<file path="src/hw/rtl/twde_pkg.sv">
// Package for the twin-word difference encoder: result kinds, controller states,
// fixed field widths and the command/status structs between controller and datapath.
// No dependencies.
package twde_pkg;

    localparam int WORD_W  = 32;
    localparam int KIND_W  = 3;
    localparam int POS_W   = 5;
    localparam int BYTES_W = 8;
    localparam int COUNT_W = 6;

    localparam logic [WORD_W-1:0] TERM_VALUE = '1;
    localparam logic [BYTES_W-1:0] WORD_BYTES = 8'd4;

    typedef enum logic [KIND_W-1:0] {
        KIND_PAGE   = 3'd0,
        KIND_OFFSET = 3'd1,
        KIND_SIZE   = 3'd2,
        KIND_DATA   = 3'd3,
        KIND_TERM   = 3'd4
    } kind_t;

    typedef enum logic [2:0] {
        S_IDLE,
        S_PAGE,
        S_OFFSET,
        S_SIZE,
        S_DATA,
        S_TERM
    } state_t;

    // controller -> datapath
    typedef struct packed {
        logic  load;       // take the input item and update the run state
        logic  data_step;  // move to the next buffered word
        kind_t sel;        // which value to present
    } dp_cmd_t;

    // datapath -> controller
    typedef struct packed {
        logic first_word;  // input item is at position 0 of the page
        logic flush;       // input item closes a run
        logic at_end;      // input item is the last word of the page
        logic data_done;   // current buffered word is the last of the run
    } dp_status_t;

endpackage

</file>
<file path="src/hw/rtl/twin_word_diff_encoder.sv">
// Channel | Direction | Ports                                       | Handshake
// s_      | in        | s_page_number, s_current_word, s_twin_word  | s_valid / s_ready
// m_      | out       | m_kind, m_value, m_last                     | m_valid / m_ready
//
// One item at a time: an item is taken in while idle, then its results are handed
// out in order, each held until m_ready takes it; an item has from 0 to PAGE_WORDS + 3
// results. The controller's emit sequence sets how many.
// aresetn is synchronous, active low; it returns to word position 0 with no run open.
// A stall on m_ready holds the current result; s_ready is high only while idle.
//
// Top level of the twin-word difference encoder. Depends on twde_pkg,
// twde_ctrl, twde_dp and twde_ram.
module twin_word_diff_encoder #(
    parameter int PAGE_WORDS = 32
) (
    input  logic                         aclk,
    input  logic                         aresetn,
    input  logic                         s_valid,
    output logic                         s_ready,
    input  logic [twde_pkg::WORD_W-1:0]  s_page_number,
    input  logic [twde_pkg::WORD_W-1:0]  s_current_word,
    input  logic [twde_pkg::WORD_W-1:0]  s_twin_word,
    output logic                         m_valid,
    input  logic                         m_ready,
    output logic [twde_pkg::KIND_W-1:0]  m_kind,
    output logic [twde_pkg::WORD_W-1:0]  m_value,
    output logic                         m_last
);

    twde_pkg::dp_cmd_t    cmd;
    twde_pkg::dp_status_t status;

    // Sequence the results of each item: page number, run offset, size,
    // buffered words, terminator, skipping whatever this item does not cause.
    twde_ctrl u_ctrl (
        .aclk    (aclk),
        .aresetn (aresetn),
        .s_valid (s_valid),
        .s_ready (s_ready),
        .m_valid (m_valid),
        .m_ready (m_ready),
        .m_last  (m_last),
        .cmd     (cmd),
        .status  (status)
    );

    // Track the page position and the open run; buffer changed words.
    twde_dp #(
        .PAGE_WORDS (PAGE_WORDS)
    ) u_dp (
        .aclk           (aclk),
        .aresetn        (aresetn),
        .s_page_number  (s_page_number),
        .s_current_word (s_current_word),
        .s_twin_word    (s_twin_word),
        .cmd            (cmd),
        .status         (status),
        .m_value        (m_value)
    );

    // The result kind follows the controller's selection directly.
    assign m_kind = cmd.sel;

`ifndef NO_ASSERTIONS
    // Never take a new item while a result is still on offer.
    a_no_overlap: assert property (@(posedge aclk) disable iff (!aresetn)
        !(s_ready && m_valid))
        else $error("input taken while a result is pending");

    // The terminator always closes an item's results.
    a_term_last: assert property (@(posedge aclk) disable iff (!aresetn)
        (m_valid && m_kind == twde_pkg::KIND_TERM) |-> m_last)
        else $error("terminator without last");

    // After the last result is taken, the block is idle again.
    a_last_idle: assert property (@(posedge aclk) disable iff (!aresetn)
        (m_valid && m_ready && m_last) |=> (!m_valid && s_ready))
        else $error("results continue after last");

    // A size result is always followed by a data word.
    a_size_data: assert property (@(posedge aclk) disable iff (!aresetn)
        (m_valid && m_ready && m_kind == twde_pkg::KIND_SIZE)
            |=> (m_valid && m_kind == twde_pkg::KIND_DATA))
        else $error("run size not followed by data");
`endif

endmodule

</file>
<file path="src/hw/rtl/twde_ram.sv">
// Generic single-write, single-read RAM with registered read data.
// No dependencies.
module twde_ram #(
    parameter int WIDTH = 32,
    parameter int DEPTH = 32
) (
    input  logic                                   aclk,
    input  logic                                   wr_en,
    input  logic [((DEPTH > 1) ? $clog2(DEPTH) : 1)-1:0] wr_addr,
    input  logic [WIDTH-1:0]                       wr_data,
    input  logic [((DEPTH > 1) ? $clog2(DEPTH) : 1)-1:0] rd_addr,
    output logic [WIDTH-1:0]                       rd_data
);

    logic [WIDTH-1:0] mem_reg [DEPTH];
    logic [WIDTH-1:0] rd_data_reg;

    always_ff @(posedge aclk) begin
        if (wr_en) begin
            mem_reg[wr_addr] <= wr_data;
        end
        rd_data_reg <= mem_reg[rd_addr];
    end

    assign rd_data = rd_data_reg;

endmodule

</file>
<file path="src/hw/rtl/twde_ctrl.sv">
// Controller state machine of the twin-word difference encoder.
// Depends on twde_pkg.
module twde_ctrl (
    input  logic                   aclk,
    input  logic                   aresetn,
    input  logic                   s_valid,
    output logic                   s_ready,
    output logic                   m_valid,
    input  logic                   m_ready,
    output logic                   m_last,
    output twde_pkg::dp_cmd_t      cmd,
    input  twde_pkg::dp_status_t   status
);

    twde_pkg::state_t state_reg, state_next;
    logic flush_reg, flush_next;
    logic term_reg, term_next;

    always_ff @(posedge aclk) begin
        if (!aresetn) begin
            state_reg <= twde_pkg::S_IDLE;
            flush_reg <= 1'b0;
            term_reg  <= 1'b0;
        end else begin
            state_reg <= state_next;
            flush_reg <= flush_next;
            term_reg  <= term_next;
        end
    end

    always_comb begin
        state_next    = state_reg;
        flush_next    = flush_reg;
        term_next     = term_reg;
        s_ready       = 1'b0;
        m_valid       = 1'b0;
        m_last        = 1'b0;
        cmd.load      = 1'b0;
        cmd.data_step = 1'b0;
        cmd.sel       = twde_pkg::KIND_PAGE;
        case (state_reg)
            twde_pkg::S_IDLE: begin
                s_ready = 1'b1;
                if (s_valid) begin
                    cmd.load   = 1'b1;
                    flush_next = status.flush;
                    term_next  = status.at_end;
                    if (status.first_word) begin
                        state_next = twde_pkg::S_PAGE;
                    end else if (status.flush) begin
                        state_next = twde_pkg::S_OFFSET;
                    end else if (status.at_end) begin
                        state_next = twde_pkg::S_TERM;
                    end
                end
            end
            twde_pkg::S_PAGE: begin
                m_valid = 1'b1;
                m_last  = !flush_reg && !term_reg;
                cmd.sel = twde_pkg::KIND_PAGE;
                if (m_ready) begin
                    if (flush_reg) begin
                        state_next = twde_pkg::S_OFFSET;
                    end else if (term_reg) begin
                        state_next = twde_pkg::S_TERM;
                    end else begin
                        state_next = twde_pkg::S_IDLE;
                    end
                end
            end
            twde_pkg::S_OFFSET: begin
                m_valid = 1'b1;
                cmd.sel = twde_pkg::KIND_OFFSET;
                if (m_ready) begin
                    state_next = twde_pkg::S_SIZE;
                end
            end
            twde_pkg::S_SIZE: begin
                m_valid = 1'b1;
                cmd.sel = twde_pkg::KIND_SIZE;
                if (m_ready) begin
                    state_next = twde_pkg::S_DATA;
                end
            end
            twde_pkg::S_DATA: begin
                m_valid = 1'b1;
                m_last  = status.data_done && !term_reg;
                cmd.sel = twde_pkg::KIND_DATA;
                if (m_ready) begin
                    if (status.data_done) begin
                        state_next = term_reg ? twde_pkg::S_TERM : twde_pkg::S_IDLE;
                    end else begin
                        cmd.data_step = 1'b1;
                    end
                end
            end
            twde_pkg::S_TERM: begin
                m_valid = 1'b1;
                m_last  = 1'b1;
                cmd.sel = twde_pkg::KIND_TERM;
                if (m_ready) begin
                    state_next = twde_pkg::S_IDLE;
                end
            end
            default: begin
                state_next = twde_pkg::S_IDLE;
            end
        endcase
    end

endmodule

</file>
<file path="src/hw/rtl/twde_dp.sv">
// Datapath of the twin-word difference encoder: page position, open-run
// tracking, run word buffer and result value selection.
// Depends on twde_pkg and twde_ram.
module twde_dp #(
    parameter int PAGE_WORDS = 32
) (
    input  logic                          aclk,
    input  logic                          aresetn,
    input  logic [twde_pkg::WORD_W-1:0]   s_page_number,
    input  logic [twde_pkg::WORD_W-1:0]   s_current_word,
    input  logic [twde_pkg::WORD_W-1:0]   s_twin_word,
    input  twde_pkg::dp_cmd_t             cmd,
    output twde_pkg::dp_status_t          status,
    output logic [twde_pkg::WORD_W-1:0]   m_value
);

    localparam int IDX_W = $clog2(PAGE_WORDS);

    logic [twde_pkg::POS_W-1:0]   pos_reg, pos_next;
    logic                         run_open_reg, run_open_next;
    logic [twde_pkg::POS_W-1:0]   run_start_reg, run_start_next;
    logic [twde_pkg::BYTES_W-1:0] run_bytes_reg, run_bytes_next;
    logic [twde_pkg::WORD_W-1:0]  page_reg;
    logic [twde_pkg::POS_W-1:0]   flush_start_reg;
    logic [twde_pkg::BYTES_W-1:0] flush_bytes_reg;
    logic [twde_pkg::COUNT_W-1:0] idx_reg;

    logic                         diff;
    logic                         at_end;
    logic                         open_eff;
    logic [twde_pkg::POS_W-1:0]   start_eff;
    logic [twde_pkg::BYTES_W-1:0] bytes_eff;
    logic [twde_pkg::COUNT_W-1:0] run_count;
    logic [IDX_W-1:0]             wr_addr;
    logic [twde_pkg::COUNT_W-1:0] rd_idx;
    logic [twde_pkg::WORD_W-1:0]  rd_data;
    logic                         flush;

    assign diff      = s_current_word != s_twin_word;
    assign at_end    = pos_reg == twde_pkg::POS_W'(PAGE_WORDS - 1);
    assign run_count = run_bytes_reg[twde_pkg::BYTES_W-1:2];

    // Fold the present word into the run before deciding whether it closes.
    always_comb begin
        open_eff  = run_open_reg;
        start_eff = run_start_reg;
        bytes_eff = run_bytes_reg;
        wr_addr   = run_count[IDX_W-1:0];
        if (diff) begin
            open_eff = 1'b1;
            if (run_open_reg) begin
                bytes_eff = run_bytes_reg + twde_pkg::WORD_BYTES;
            end else begin
                start_eff = pos_reg;
                bytes_eff = twde_pkg::WORD_BYTES;
                wr_addr   = '0;
            end
        end
    end

    assign flush = (run_open_reg && !diff) || (at_end && open_eff);

    always_comb begin
        pos_next       = pos_reg;
        run_open_next  = run_open_reg;
        run_start_next = run_start_reg;
        run_bytes_next = run_bytes_reg;
        if (cmd.load) begin
            pos_next = at_end ? '0 : pos_reg + twde_pkg::POS_W'(1);
            if (flush) begin
                run_open_next  = 1'b0;
                run_start_next = '0;
                run_bytes_next = '0;
            end else begin
                run_open_next  = open_eff;
                run_start_next = start_eff;
                run_bytes_next = bytes_eff;
            end
        end
    end

    always_ff @(posedge aclk) begin
        if (!aresetn) begin
            pos_reg       <= '0;
            run_open_reg  <= 1'b0;
            run_start_reg <= '0;
            run_bytes_reg <= '0;
        end else begin
            pos_reg       <= pos_next;
            run_open_reg  <= run_open_next;
            run_start_reg <= run_start_next;
            run_bytes_reg <= run_bytes_next;
        end
    end

    // Snapshot of the closing run, held while its results drain.
    always_ff @(posedge aclk) begin
        if (cmd.load) begin
            page_reg        <= s_page_number;
            flush_start_reg <= start_eff;
            flush_bytes_reg <= bytes_eff;
            idx_reg         <= '0;
        end else if (cmd.data_step) begin
            idx_reg <= idx_reg + twde_pkg::COUNT_W'(1);
        end
    end

    // Read one word ahead when stepping so the next word is ready in time.
    assign rd_idx = cmd.data_step ? idx_reg + twde_pkg::COUNT_W'(1) : idx_reg;

    twde_ram #(
        .WIDTH (twde_pkg::WORD_W),
        .DEPTH (PAGE_WORDS)
    ) u_run_ram (
        .aclk    (aclk),
        .wr_en   (cmd.load && diff),
        .wr_addr (wr_addr),
        .wr_data (s_current_word),
        .rd_addr (rd_idx[IDX_W-1:0]),
        .rd_data (rd_data)
    );

    assign status.first_word = pos_reg == '0;
    assign status.flush      = flush;
    assign status.at_end     = at_end;
    assign status.data_done  = (idx_reg + twde_pkg::COUNT_W'(1))
                               == flush_bytes_reg[twde_pkg::BYTES_W-1:2];

    always_comb begin
        case (cmd.sel)
            twde_pkg::KIND_PAGE:   m_value = page_reg;
            twde_pkg::KIND_OFFSET: m_value = twde_pkg::WORD_W'(flush_start_reg);
            twde_pkg::KIND_SIZE:   m_value = twde_pkg::WORD_W'(flush_bytes_reg);
            twde_pkg::KIND_DATA:   m_value = rd_data;
            twde_pkg::KIND_TERM:   m_value = twde_pkg::TERM_VALUE;
            default:               m_value = twde_pkg::TERM_VALUE;
        endcase
    end

endmodule

</file>
<file path="config.mk">
export PLATFORM = sky130hd
export DESIGN_NAME = twin_word_diff_encoder
export DESIGN_NICKNAME = d
export VERILOG_FILES = /design/src/hw/rtl/twde_pkg.sv /design/src/hw/rtl/twin_word_diff_encoder.sv /design/src/hw/rtl/twde_ram.sv /design/src/hw/rtl/twde_ctrl.sv /design/src/hw/rtl/twde_dp.sv
export SDC_FILE = /design/constraint.sdc
export NUM_CORES = 2
export LEC_CHECK = 0
export ABC_AREA = 1
export BUFFER_PORTS_ARGS = -buffer_cell sky130_fd_sc_hd__clkbuf_2
export CAP_MARGIN = 0
export CORE_MARGIN = 2
export CORE_UTILIZATION = 23
export DETAILED_ROUTE_END_ITERATION = 8
export PLACE_DENSITY = 0.34
export SLEW_MARGIN = 10
export SYNTH_ARGS = -nofsm -noshare
export SYNTH_HDL_FRONTEND = slang
export SYNTH_SLANG_ARGS = --single-unit
</file>
<file path="constraint.sdc">
create_clock -name aclk -period 6.15 [get_ports aclk]
set_clock_uncertainty 0.15 [all_clocks]
set_input_delay 1.845 -clock aclk [delete_from_list [all_inputs] [get_ports aclk]]
set_output_delay 1.845 -clock aclk [all_outputs]
set_load 0.01 [all_outputs]
</file>
# [After elaboration in Yosys (flattened, before gate mapping)]
# Memory sizes are Yosys's and may differ from the RTL's. A register that Yosys moved wholly into a read port is not among the register bits.
# Cells that the tools add are included.
[totals] ram_bits=1024 output_inout_bits=38 in_bits=100 ff_bits=75 n_memories=1
[memory_table] name="u_dp.u_run_ram.mem_reg" depth=32 word_bits=32 read_ports=1 rd_ports_with_merged_regs=1 wr=1 line="twde_ram.sv:15" text="logic [WIDTH-1:0] mem_reg [DEPTH];"
[classes] mux=37 eq_ne=19 addsub=3 n_reduce_logical=15
[ops] operator="one-hot mux 32 bit (4 select lines)" count=1
[ops] operator="2-to-1 mux 3 bit" count=12
[ops] operator="2-to-1 mux 5 bit" count=7
[ops] operator="!= test 32 bit" count=1
[ops] operator="2-to-1 mux 8 bit" count=3
[ops] operator="one-hot mux 3 bit (6 select lines)" count=1
[ops] operator="== test 3 x 2 -> 1 bit (second input constant)" count=4
[ops] operator="!= test 2 bit (second input constant)" count=6
[ops] operator="one-hot mux 3 bit (4 select lines)" count=1
[ops] operator="2-to-1 mux 1 bit" count=11
[ops] operator="adder 8 x 3 -> 8 bit (second input constant)" count=1
[ops] operator="AND reduction 8 bit" count=1
[ops] operator="adder 6 x 1 -> 6 bit (second input constant)" count=1
[ops] operator="== test 3 x 1 -> 1 bit (second input constant)" count=2
[ops] operator="== test 3 bit (second input constant)" count=2
[ops] operator="== test 6 bit" count=1
[ops] operator="logical NOT 3 bit" count=2
[ops] operator="adder 5 x 1 -> 5 bit (second input constant)" count=1
[ops] operator="== test 5 bit (second input constant)" count=1
[ops] operator="logical AND 1 bit" count=5
[ops] operator="logical NOT 5 bit" count=1
[ops] operator="OR reduction 5 bit" count=1
[ops] operator="!= test 4 x 2 -> 1 bit (second input constant)" count=1
[ops] operator="logical NOT 1 bit" count=3
[ops] operator="other kinds (4)" count=4

# [Logic depth before layout (Yosys ltp)]
[depth] depth_word=8 ltp_mapped=21

# [Modules after synthesis]
# A second synthesis with hierarchy kept.
[unflattened] hier_cells=4090 area_unflattened_um2=46938.8
[modules_own_cells] mod="twde_ram" area_each_um2=42405.7 cells_per_inst=3536 instances=1
[modules_own_cells] mod="twde_dp" area_each_um2=4072.7 cells_per_inst=480 instances=1
[modules_own_cells] mod="twde_ctrl" area_each_um2=460.4 cells_per_inst=74 instances=1

# [Worst setup path before layout]
# OpenSTA, ideal clock, no wires.
[synth_timing] path_kind="input to register" from="input port s_current_word[5] (netlist name)" to="memory u_dp.u_run_ram.mem_reg[11][0] (enable)" stages=13 setup_time_ps=421 t_required_ps=5579 arrival_ps=4595 n_path_buf=1 slack_ps=984 path_cell_list="nand2_1 > inv_1 > o21a_1 > nand4_1 > nor2_1 > nand2_1 > clkbuf_1 > inv_1 > nor2_1 > inv_1 > nor3_1 > inv_1 > nor2_1"
[synth_via] elab_chain_cells=4 elab_cells_between_ends=5 cone_classes="eq/ne: 1; mux: 3; reduce/logical: 1"
[synth_rtl] element="from (decl)" line="twin_word_diff_encoder.sv:21" text="input logic [twde_pkg::WORD_W-1:0] s_current_word,"
[synth_rtl] element="!= test 32 bit *" line="twde_dp.sv:39" text="assign diff = s_current_word != s_twin_word;"
[synth_rtl] element="logical AND 1 bit" line="twde_dp.sv:116" text=".wr_en (cmd.load && diff),"
[synth_rtl] element="2-to-1 mux 1 bit" line="twde_ram.sv:19" text="if (wr_en) begin"
[synth_rtl] element="2-to-1 mux 1 bit (implied by the code)" line="twde_ram.sv:20" text="mem_reg[wr_addr] <= wr_data;"
[synth_rtl] element="to (decl)" line="twde_ram.sv:15"
# Every way passes the cells marked *; elsewhere a longest branch is shown, timed or not.

# [Final worst setup path]
[layout_timing] from="register u_ctrl.state_reg[2]" to="output port m_value[3] (netlist name)"
[layout_via] elab_chain_cells=4 elab_cells_between_ends=10 cone_classes="eq/ne: 7; mux: 2; reduce/logical: 1"
[layout_rtl] element="from (decl)" line="twde_ctrl.sv:15" text="twde_pkg::state_t state_reg, state_next;"
[layout_rtl] element="from (signal assigned)" line="twde_ctrl.sv:21" text="state_reg <= twde_pkg::S_IDLE;"
[layout_rtl] element="from (signal assigned)" line="twde_ctrl.sv:25" text="state_reg <= state_next;"
[layout_rtl] element="== test 3 bit / == test 3 x 2 -> 1 bit (equally long branches)" line="twde_ctrl.sv:41" text="case (state_reg)"
[layout_rtl] element="one-hot mux 3 bit (4 select lines) *" line="twde_ctrl.sv:41"
[layout_rtl] element="== test 3 x 2 -> 1 bit (tied with other cells)" line="twde_dp.sv:130" text="case (cmd.sel)"
[layout_rtl] element="one-hot mux 32 bit (4 select lines) *" line="twde_dp.sv:130"
[layout_rtl] element="to (decl)" line="twin_word_diff_encoder.sv:26" text="output logic [twde_pkg::WORD_W-1:0] m_value,"
# Marks and branches as above.

==> flow_metrics.py <==
metrics = {
    "status": {
        "status": "finished clean",
    },
    "global_routing": {
        "grt_pass1_wl_mm": 267,
        "antenna_found_initial": 15,
        "grt_max_degree": 107,
        "overflow": 0,
        "grt.total_usage_pct": 17.2,
        "grt_pass1_vias": 33900,
    },
    "pwr": {
        "finalPower_mw": 25.3,
        "vdd_ir_drop_max_mv": 0.251,
        "leakagePower_nw": 24.2,
        "powerDensity_mw_per_mm2": 426,
    },
    "sta": {
        "fmaxAchievable_mhz": 189,
        "fin_crit_ns": 5.28,
        "slew_violations": 0,
        "max_slew_margin_pct": 39.7,
        "rsz0062_at_grt": "no",
        "tightest_slew_ns": 0.905,
        "timing.setup.tns_ns": 0,
        "final.setup.worst_slack_ns": 0.870,
        "period_share_pct": 85.9,
        "setup_violations": 0,
        "hold_viol_final": 0,
    },
    "final_layout": {
        "design_area_mm2": 0.0593,
        "layout-drive-gt1-share_pct": 10.8,
        "largest_reg_flops": 1024,
        "syn_to_final_growth_pct": 19.3,
        "final_cells": 7975,
        "fillers": 22600,
        "nNetsFinal": 5127,
    },
    "yosys": {
        "syn-num-nets": 4929,
        "ys_types": 38,
        "netlist_area_mm2": 0.0497,
        "synth_cells": 4824,
        "synth_fa_ha_area_share_pct": 0.126,
        "synth_warnings": 0,
        "ys_seq_elements": 1131,
        "yosys.area_share.simple_pct": 21.0,
        "syn_avg_cell_area_um2": 10.3,
        "synthMuxAreaShare_pct": 0,
        "yosys.area_share.xor_xnor_pct": 0.546,
        "synth_top_family_by_area": "simple AND/OR/NAND/NOR gates",
        "synth-compound-area-share_pct": 1.31,
        "yosysSeqAreaShare_pct": 67.1,
    },
    "setup_path": {
        "end_kind": "primary output",
        "slowest_delay_ns": 0.60,
        "path_class": "flip-flop to primary output",
        "path_cells": "inv_1, nor2_4, buf_4, inv_1, nor2_2, buf_4, inv_1, o2111ai_1, clkbuf_2",
        "crit_arrival_ns": 3.29,
        "worst-path-buf-inv": 6,
        "cp_top_family": "buffers and inverters",
        "crit_required_ns": 4.16,
        "worstPathMaxFanout": 35,
        "cp_slowest_cell": "nor2_2",
        "startpoint_type": "flip-flop",
        "path_common_cell": "inv_1",
    },
    "floorplanning": {
        "io_pins": 138,
        "rows": 170,
        "core_mm2": 0.215,
        "start_util_pct": 23.1,
        "die_height_um": 469,
        "die_w_um": 469,
        "dieArea_mm2": 0.220,
    },
    "clock_tree": {
        "ctsHtreeMaxLevel": 4,
        "cts_tree": "yes",
        "clock-root-buffer": "clkbuf_16",
        "cts.sinks": 1131,
        "path_clk_slew_ns": 0.05,
        "cts_repair_resize_count": 0,
        "cts_buffer_depth": 3,
        "cts_hold_buf": 0,
        "clock_latency_ns": 0.77,
        "cts_buffers": 142,
        "postCtsSetupBuffers": 0,
    },
    "run": {
        "drv_cap": 0,
    },
    "detailed_routing": {
        "ant_nets": 0,
        "wirelength_mm": 191,
        "drc": 0,
        "wl_per_cell_um": 23.9,
        "drtIter0Drc": 2709,
        "vias": 34300,
        "dr.pass1.iters": 5,
        "via_per_inst": 4.31,
    },
    "placed_design": {
        "dpl.hpwl_mm": 121,
        "place_area_mm2": 0.0550,
        "gp_congestion": 0.781,
        "port_buffers": 137,
        "place_ws_ns": 0.280,
        "dpl.cell_count": 7716,
    },
    "min_path": {
        "hold_path.class": "flip-flop to flip-flop",
    },
}
[worst paths after layout]
kind,start,endpoint,slack [ns],cells after the start
worst max-delay path,u_ctrl.state_reg[2],m_value[3],0.87,9
worst min-delay path,u_dp.run_bytes_reg[1],u_dp.run_bytes_reg[1],0.29,2
worst max register to register,u_dp.idx_reg[0],u_dp.u_run_ram.rd_data[8],1.56,19
worst min register to register,u_dp.run_bytes_reg[1],u_dp.run_bytes_reg[1],0.29,2
[kinds of logic (layout without fill, tap and decap cells)]
group / after synthesis / in the layout
AOI/OAI and AO/OA: 95 / 95
xor gates and xnor gates: 31 / 31
adders and majority gates: 5 / 5
buffers and inverters: 1252 / 1558
DFF: 1131 / 1131
other: 0 / 7
and+or+nand+nor: 2310 / 2310
[cell usage after synthesis]
cell / n / area share [%]
a211oi_1: 2 / 0.030
a21oi_1: 24 / 0.24
a221o_1: 24 / 0.48
a22oi_1: 5 / 0.076
a31oi_1: 3 / 0.038
and3_1: 1 / 0.013
buf_1: 12 / 0.091
buf_2: 180 / 1.8
buf_4: 8 / 0.12
clkbuf_1: 60 / 0.45
clkinv_1: 2 / 0.015
dfxtp_1: 62 / 2.5
edfxtp_1: 1069 / 65
ha_1: 5 / 0.13
inv_1: 987 / 7.5
inv_2: 3 / 0.023
nand2_1: 1060 / 8.0
nand2_2: 2 / 0.025
nand3_1: 1045 / 11
nand3_2: 2 / 0.040
nand3b_1: 97 / 1.5
nand4_1: 8 / 0.10
nand4_2: 1 / 0.025
nor2_1: 73 / 0.55
nor2_2: 4 / 0.050
nor3_1: 10 / 0.10
nor3b_1: 2 / 0.030
nor4_1: 5 / 0.063
o2111ai_1: 3 / 0.053
o211ai_1: 4 / 0.060
o21a_1: 1 / 0.015
o21ai_0: 23 / 0.23
o21ai_1: 3 / 0.030
o21ai_2: 1 / 0.018
o21bai_1: 1 / 0.015
o31ai_1: 1 / 0.015
xnor2_1: 1 / 0.018
xor2_1: 30 / 0.53
[stage by stage]
stage	utilization, %	hold slack (ns)
after global placement	25.6	0.295
after floorplan	-	0.275
after detailed placement	25.6	0.285
final	27.6	0.292
after CTS	27.6	0.294
after global routing	27.6	0.316
[tightest hold or removal path, cell delays in order (launching register included)]
cell	delay, ns
dfxtp_1	0.29
inv_1	0.06
nor3_1	0.05
[metal layers]
metal / GRT usage [%] / vias up / part of all wire, %
li1: - / 16200 / -
met1: 24.5 / 17100 / 48
met2: 27.4 / 779 / 46
met3: 2.58 / 218 / 4.6
met4: 3.94 / 6 / 1.9
met5: 0 / - / 0.020
[layout make-up]
type	count	area, µm²	share of cell area [%]
multi-input combinational	2441	11800	19.8
inverter	992	3730	6.29
tap	2838	3550	5.99
timing repair buffer	314	2590	4.37
clock buffer	180	3830	6.46
clock inverter	72	503	0.848
sequential	1131	33300	56.2
antenna	7	17.5	0.0295
[cell usage in the layout, fill, tap and decap left out, types with 10 or more instances in the layout]
cell type,instances
edfxtp_1,1069
nand2_1,1058
nand3_1,1045
inv_1,982
clkbuf_16,146
clkbuf_2,137
buf_4,131
nand3b_1,97
dfxtp_1,62
buf_12,46
nor2_1,41
clkinv_1,41
nor2_4,32
xor2_1,30
clkbuf_1,29
a221o_1,24
a21oi_1,24
o21ai_0,22
clkinv_2,18
nor3_1,10
[where the power goes]
group | internal (mW) | switching, mW | total [mW]
Combinational | 2.22 | 6.08 | 8.29
Clock | 4.63 | 3.36 | 7.99
Sequential | 8.77 | 0.207 | 8.97
Total | 15.6 | 9.65 | 25.3
(Power assumes the default switching activity.)
